--- config.mk ---
export PLATFORM = sky130hd
export DESIGN_NAME = swt4n_divider
export DESIGN_NICKNAME = d
export VERILOG_FILES = /design/src/design/skin_weight_top4_normalizer_core_macros.svh /design/src/design/swt4n_pkg.sv /design/src/design/swt4n_divider.sv
export SDC_FILE = /design/constraint.sdc
export NUM_CORES = 1
export LEC_CHECK = 0
export BUFFER_PORTS_ARGS = -buffer_cell sky130_fd_sc_hd__buf_2
export CORE_MARGIN = 3
export CORE_UTILIZATION = 57
export CTS_CLUSTER_DIAMETER = 30
export DETAILED_ROUTE_END_ITERATION = 7
export GPL_TIMING_DRIVEN = 1
export PLACE_DENSITY = 0.81
export REMOVE_ABC_BUFFERS = 1
export SYNTH_ARGS = -nofsm -noshare
export SYNTH_HDL_FRONTEND = slang
export SYNTH_SLANG_ARGS = --single-unit
--- constraint.sdc ---
create_clock -name clk -period 11.6 [get_ports clk]
set_input_delay 1.74 -clock clk [delete_from_list [all_inputs] [get_ports clk]]
set_output_delay 1.74 -clock clk [all_outputs]
set_load 0.005 [all_outputs]
--- src/design/skin_weight_top4_normalizer_core_macros.svh ---
// ----------------------------------------------------------------------------
// Assertion macros for the skin weight top-four normalizer
// Clocked on clk, disabled while arst_n is low.
// ----------------------------------------------------------------------------
`ifndef SKIN_WEIGHT_TOP4_NORMALIZER_CORE_MACROS_SVH
`define SKIN_WEIGHT_TOP4_NORMALIZER_CORE_MACROS_SVH

`ifndef ASSERT_OFF
// same-cycle property
`define SWT_ASSERT(lbl, prop, msg) \
	lbl: assert property (@(posedge clk) disable iff (!arst_n) prop) else $error(msg);
// antecedent now, consequent in the next cycle
`define SWT_ASSERT_NEXT(lbl, ante, cons, msg) \
	lbl: assert property (@(posedge clk) disable iff (!arst_n) ante |=> cons) else $error(msg);
`else
`define SWT_ASSERT(lbl, prop, msg)
`define SWT_ASSERT_NEXT(lbl, ante, cons, msg)
`endif

`endif

--- src/design/swt4n_pkg.sv ---
// ----------------------------------------------------------------------------
// swt4n_pkg
// Types and constants shared by the skin weight top-four normalizer.
// ----------------------------------------------------------------------------
`timescale 1ns / 1ps
`default_nettype none

package swt4n_pkg;

	localparam int POINT_CAPACITY = 1024;
	localparam int ROW_AW         = $clog2(POINT_CAPACITY);
	localparam int KEPT           = 4;
	localparam int SLOT_W         = $clog2(KEPT);
	localparam int CFG_W          = 11;
	localparam int INDEX_W        = 16;
	localparam int BONE_W         = 16;
	localparam int WEIGHT_W       = 32;
	localparam int SHARE_W        = 17;
	localparam int SUM_W          = WEIGHT_W + SLOT_W;
	localparam int QUO_STEPS      = SHARE_W;
	localparam int STEP_W         = $clog2(QUO_STEPS);

	localparam logic [1:0] OP_ADD   = 2'd0;
	localparam logic [1:0] OP_READ  = 2'd1;
	localparam logic [1:0] OP_CLEAR = 2'd2;

	typedef enum logic [3:0] {
		ST_INIT,
		ST_IDLE,
		ST_CLEAR,
		ST_FETCH,
		ST_SCAN,
		ST_UPDATE,
		ST_SUM,
		ST_RANK,
		ST_DIV_GO,
		ST_DIV_WAIT,
		ST_REPLY
	} state_t;

	typedef struct packed {
		logic [BONE_W-1:0]   bone;
		logic [WEIGHT_W-1:0] weight;
	} slot_t;

	typedef slot_t [KEPT-1:0] row_t;

	typedef struct packed {
		logic [1:0]          operation;
		logic [INDEX_W-1:0]  point_index;
		logic [BONE_W-1:0]   bone;
		logic [WEIGHT_W-1:0] strength;
	} in_word_t;

	typedef struct packed {
		logic                status;
		logic [BONE_W-1:0]   bone_a;
		logic [BONE_W-1:0]   bone_b;
		logic [BONE_W-1:0]   bone_c;
		logic [BONE_W-1:0]   bone_d;
		logic [SHARE_W-1:0]  share_a;
		logic [SHARE_W-1:0]  share_b;
		logic [SHARE_W-1:0]  share_c;
		logic [SHARE_W-1:0]  share_d;
	} out_word_t;

	typedef struct packed {
		logic                start;
		logic [WEIGHT_W-1:0] dividend;
		logic [SUM_W-1:0]    divisor;
	} div_req_t;

endpackage

`default_nettype wire

--- src/design/swt4n_divider.sv ---
// ----------------------------------------------------------------------------
// swt4n_divider
// Restoring divider, one quotient bit per cycle: floor(w * 2^16 / sum) for
// w <= sum. Dividend and divisor must hold until done.
// ----------------------------------------------------------------------------
`timescale 1ns / 1ps
`default_nettype none

module swt4n_divider (
	input  wire logic                           clk,
	input  wire logic                           arst_n,
	input  wire swt4n_pkg::div_req_t            req,
	output logic                                done,
	output logic [swt4n_pkg::SHARE_W-1:0]       quotient
);

	logic                              busy_q;
	logic                              done_q;
	logic [swt4n_pkg::STEP_W-1:0]      step_q;
	logic [swt4n_pkg::SUM_W:0]         rem_q;
	logic [swt4n_pkg::SHARE_W-1:0]     quo_q;
	logic [swt4n_pkg::SUM_W:0]         trial;
	logic [swt4n_pkg::SUM_W:0]         divisor_x;
	logic                              ge;

	// first step takes w as is (quotient bit 16), later steps shift in zeros
	assign trial     = (step_q == '0) ? rem_q : {rem_q[swt4n_pkg::SUM_W-1:0], 1'b0};
	assign divisor_x = {1'b0, req.divisor};
	assign ge        = (trial >= divisor_x);

	always_ff @(posedge clk or negedge arst_n) begin
		if (!arst_n) begin
			busy_q <= 1'b0;
			done_q <= 1'b0;
			step_q <= '0;
		end else begin
			done_q <= 1'b0;
			if (req.start) begin
				busy_q <= 1'b1;
				step_q <= '0;
			end else if (busy_q) begin
				step_q <= step_q + swt4n_pkg::STEP_W'(1);
				if (step_q == swt4n_pkg::STEP_W'(swt4n_pkg::QUO_STEPS - 1)) begin
					busy_q <= 1'b0;
					done_q <= 1'b1;
				end
			end
		end
	end

	always_ff @(posedge clk) begin
		if (req.start) begin
			rem_q <= {{(swt4n_pkg::SUM_W + 1 - swt4n_pkg::WEIGHT_W){1'b0}}, req.dividend};
			quo_q <= '0;
		end else if (busy_q) begin
			rem_q <= ge ? (trial - divisor_x) : trial;
			quo_q <= {quo_q[swt4n_pkg::SHARE_W-2:0], ge};
		end
	end

	assign done     = done_q;
	assign quotient = quo_q;

endmodule

`default_nettype wire

==> qor.csv <==
metric,value,unit
status,completed,
setup_ws,6.61,ns
crit_arrival,5.11,ns
route.detailed.drc,0,
track_usage,25.3,%
synthArstFlopShare,11.9,%
drive_gt1_share,23.5,%
fin_area,0.00584,sq mm
worst_pin_slew,0.923,ns
wl_per_cell,16.4,microns
placed_cell_area,0.00564,sq mm
fp.dieW,101,microns
power_density,280,mW/mm^2
synthesis.area,0.00517,sq mm
whs_endpoint,rem_q[34],
crit_path_end_kind,flip-flop,
period_share,43.0,%
ctsResizeCount,0,
drv_slew,0,
min_path_cells,2,
io_pins,87,
postRouteAntennaNets,0,
crit_type,reg -> reg,
min-delay-start,rem_q[34],
reg2reg_slack,6.61,ns
crit_path_top_delay_cell,nor2_2,
multi_input_area,0.00334,sq mm
grt_max_degree,66,
grt-ovfl-total,0,
max_freq,0.200,GHz
skew,0.0118,ns
rsz0062_at_grt,false,
n_fill_cell,713,
wl,12900,microns
critical_path.max_fanout,35,
ctsHoldBuffers,0,
htree_levels,3,
numClockSinks,59,
start_util,59.0,%
cts_tree,yes,
r2r_end,rem_q[0],
clockBufferDepth,2,
rows,34,
p_leak,0.00275,uW
max_slew_margin,38.4,%
setup_viol_count_final,0,
clk_pin_slew,0.08,ns
tns,0,ns
ys_seq_elements,59,
cp_cell_sequence,"inv_1, ha_1, nor4b_4, buf_4, mux2_2, ha_1, a21o_1, a211oi_1, a21bo_2, o211a_1, a21oi_1, nor2_2, buf_4, mux2i_1, mux2_2",
syn_area_per_cell,8.61,sq um
antenna_found_initial,0,
synth_ff_type,edfxtp_1,
synth_edf_count,32,
finalCriticalPeriod,4.99,ns
synth.largest_area_cell,edfxtp_1,
cts_setup_buffers,0,
die_y,101,microns
core_area,0.00876,sq mm
via_per_inst,6.05,
vias,4749,
insertion_delay,0.36,ns
worst_ep_required_time,11.72,ns
drt-initial-drc-count,293,
grt_pass1_vias,4429,
timing.rr.start,step_q[0],
synth_top_area_share,18.6,%
ys_warn_count,0,
synth.distinct_cells,69,
hp-class,reg -> reg,
cp_slowest_stage_delay,0.75,ns
peakVddDrop,0.113,mV
area_growth,13.0,%
io_buffer_count,86,
yosysSeqAreaShare,29.7,%
netlist_top_cells_area,"edfxtp_1 19%, ha_1 8.7%, dfxtp_1 7.7%",
gp_congestion,0.913,
hold_viol,0,
dieArea,0.0103,sq mm
fin_nets,778,
r2r_cells,15,
dp_slack,6.53,ns
max_cap_violations,0,
dp_hpwl,9270,microns
first_pass_iters,5,
n_antenna_cell,0,
regArea,0.00154,sq mm
clock-root-buffer,clkbuf_8,
setup.worst_path.start,step_q[0],
netlist_instances,601,
cts_buffers,9,
start_kind,flip-flop,
grt_pass1_wl,21100,microns
==> sequential cells by signal (all words and copies together) (netlist names) <==
register and flops:
busy_q 1, done 1, rem_q 35, quotient 17
step_q 5
==> layout by cell type, fill, tap and decap left out, types with 7 or more instances in the layout <==
cell type,netlist,final
mux2i_1,20,20
xor2_1,10,10
a21oi_1,62,62
dfxtp_1,20,20
nand4_1,8,8
inv_1,41,41
nor2_1,48,48
mux2_2,35,35
xnor2_1,16,16
nand3_1,11,11
ha_1,36,36
a21o_1,13,13
edfxtp_1,32,32
dfrtp_1,7,7
clkbuf_8,0,9
a2bb2oi_1,18,18
and3_1,7,7
o21ai_0,27,27
nand2_1,59,59
buf_2,4,86
==> per-stage QoR <==
stage,hold WS (ns),cells,utilization (%),total power (uW)
after detailed placement,0.483,769,64.4,1410
final,0.493,785,66.7,1630
after floorplan,0.453,570,-,1170
after CTS,0.492,785,66.7,1620
after global placement,0.464,769,64.4,1390
after global routing,0.539,785,66.7,1770
==> layer usage <==
| metal | global-route usage, % | wire [microns] | up-vias |
|---|---|---|---|
| met5 | 0 | 0 | - |
| met3 | 4.41 | 798 | 18 |
| met4 | 6.75 | 157 | 0 |
| met2 | 41.3 | 5950 | 159 |
| met1 | 34.6 | 5980 | 2230 |
| li1 | - | - | 2342 |
==> final cells by class <==
type,instances,share of cell area (%)
Timing Repair Buffer,91,8.01
Clock inverter,6,0.899
Clock buffer,10,2.55
Multi-Input combinational cell,469,57.2
Sequential cell,59,26.3
Inverter,42,2.70
Tap cell,108,2.31
==> how the worst max path moves through the flow <==
| stage | endpoint | slack, ns | cells after the start |
|---|---|---|---|
| after floorplan | rem_q[0] | 6.51 | 13 |
| after global placement | rem_q[0] | 6.61 | 12 |
| after detailed placement | rem_q[0] | 6.53 | 12 |
| after CTS | rem_q[0] | 6.63 | 15 |
| after global routing | rem_q[0] | 6.35 | 15 |
| final | rem_q[0] | 6.61 | 15 |
==> cells by family (layout without fill, tap and decap cells) <==
| group | count (synthesis) | count (layout) | share of synthesized area, % |
|---|---|---|---|
| flops | 59 | 59 | 29.7 |
| buf+inv | 73 | 149 | 5.64 |
| xor+xnor | 26 | 26 | 4.40 |
| fa+ha+maj | 37 | 37 | 9.10 |
| mux | 55 | 55 | 11.5 |
| compound gates | 178 | 178 | 23.2 |
| simple gates | 173 | 173 | 16.5 |
==> Yosys cell counts, drive strengths merged, types with 3 or more instances <==
cell type and number:
a21oi 62, nand2 59, nor2 49, inv 42, ha 36, mux2 35
edfxtp 32, o21ai 30, clkbuf 23, dfxtp 20, mux2i 20, a2bb2oi 18
xnor2 16, a21o 13, nand3 11, xor2 10, nand4 9, buf 8
and3 7, dfrtp 7, a31oi 6, nor3 6, a21boi 5, nor4 5
o211ai 5, o21bai 5, a311oi 4, and2 4, and4 4, nor3b 4
o21a 4, or2 4, a211oi 3, nand2b 3, nor2b 3, nor4b 3
==> critical path, delay by kind of cell, from the launching register on <==
kind | cells | cell delay, ns
AOI/OAI and AO/OA | 5 | 1.13
adders and majority gates | 2 | 0.53
buffers and inverters | 3 | 0.91
DFF | 1 | 0.43
muxes | 3 | 0.78
and+or+nand+nor | 2 | 0.95
==> power breakdown <==
part / internal, uW / leakage [uW] / switching [uW] / total (uW)
Sequential: 308 / 0.000585 / 36.8 / 345
Clock: 94.4 / 0.000105 / 103 / 197
Combinational: 454 / 0.00206 / 640 / 1090
No activity file was read; power rests on OpenSTA's default activity.
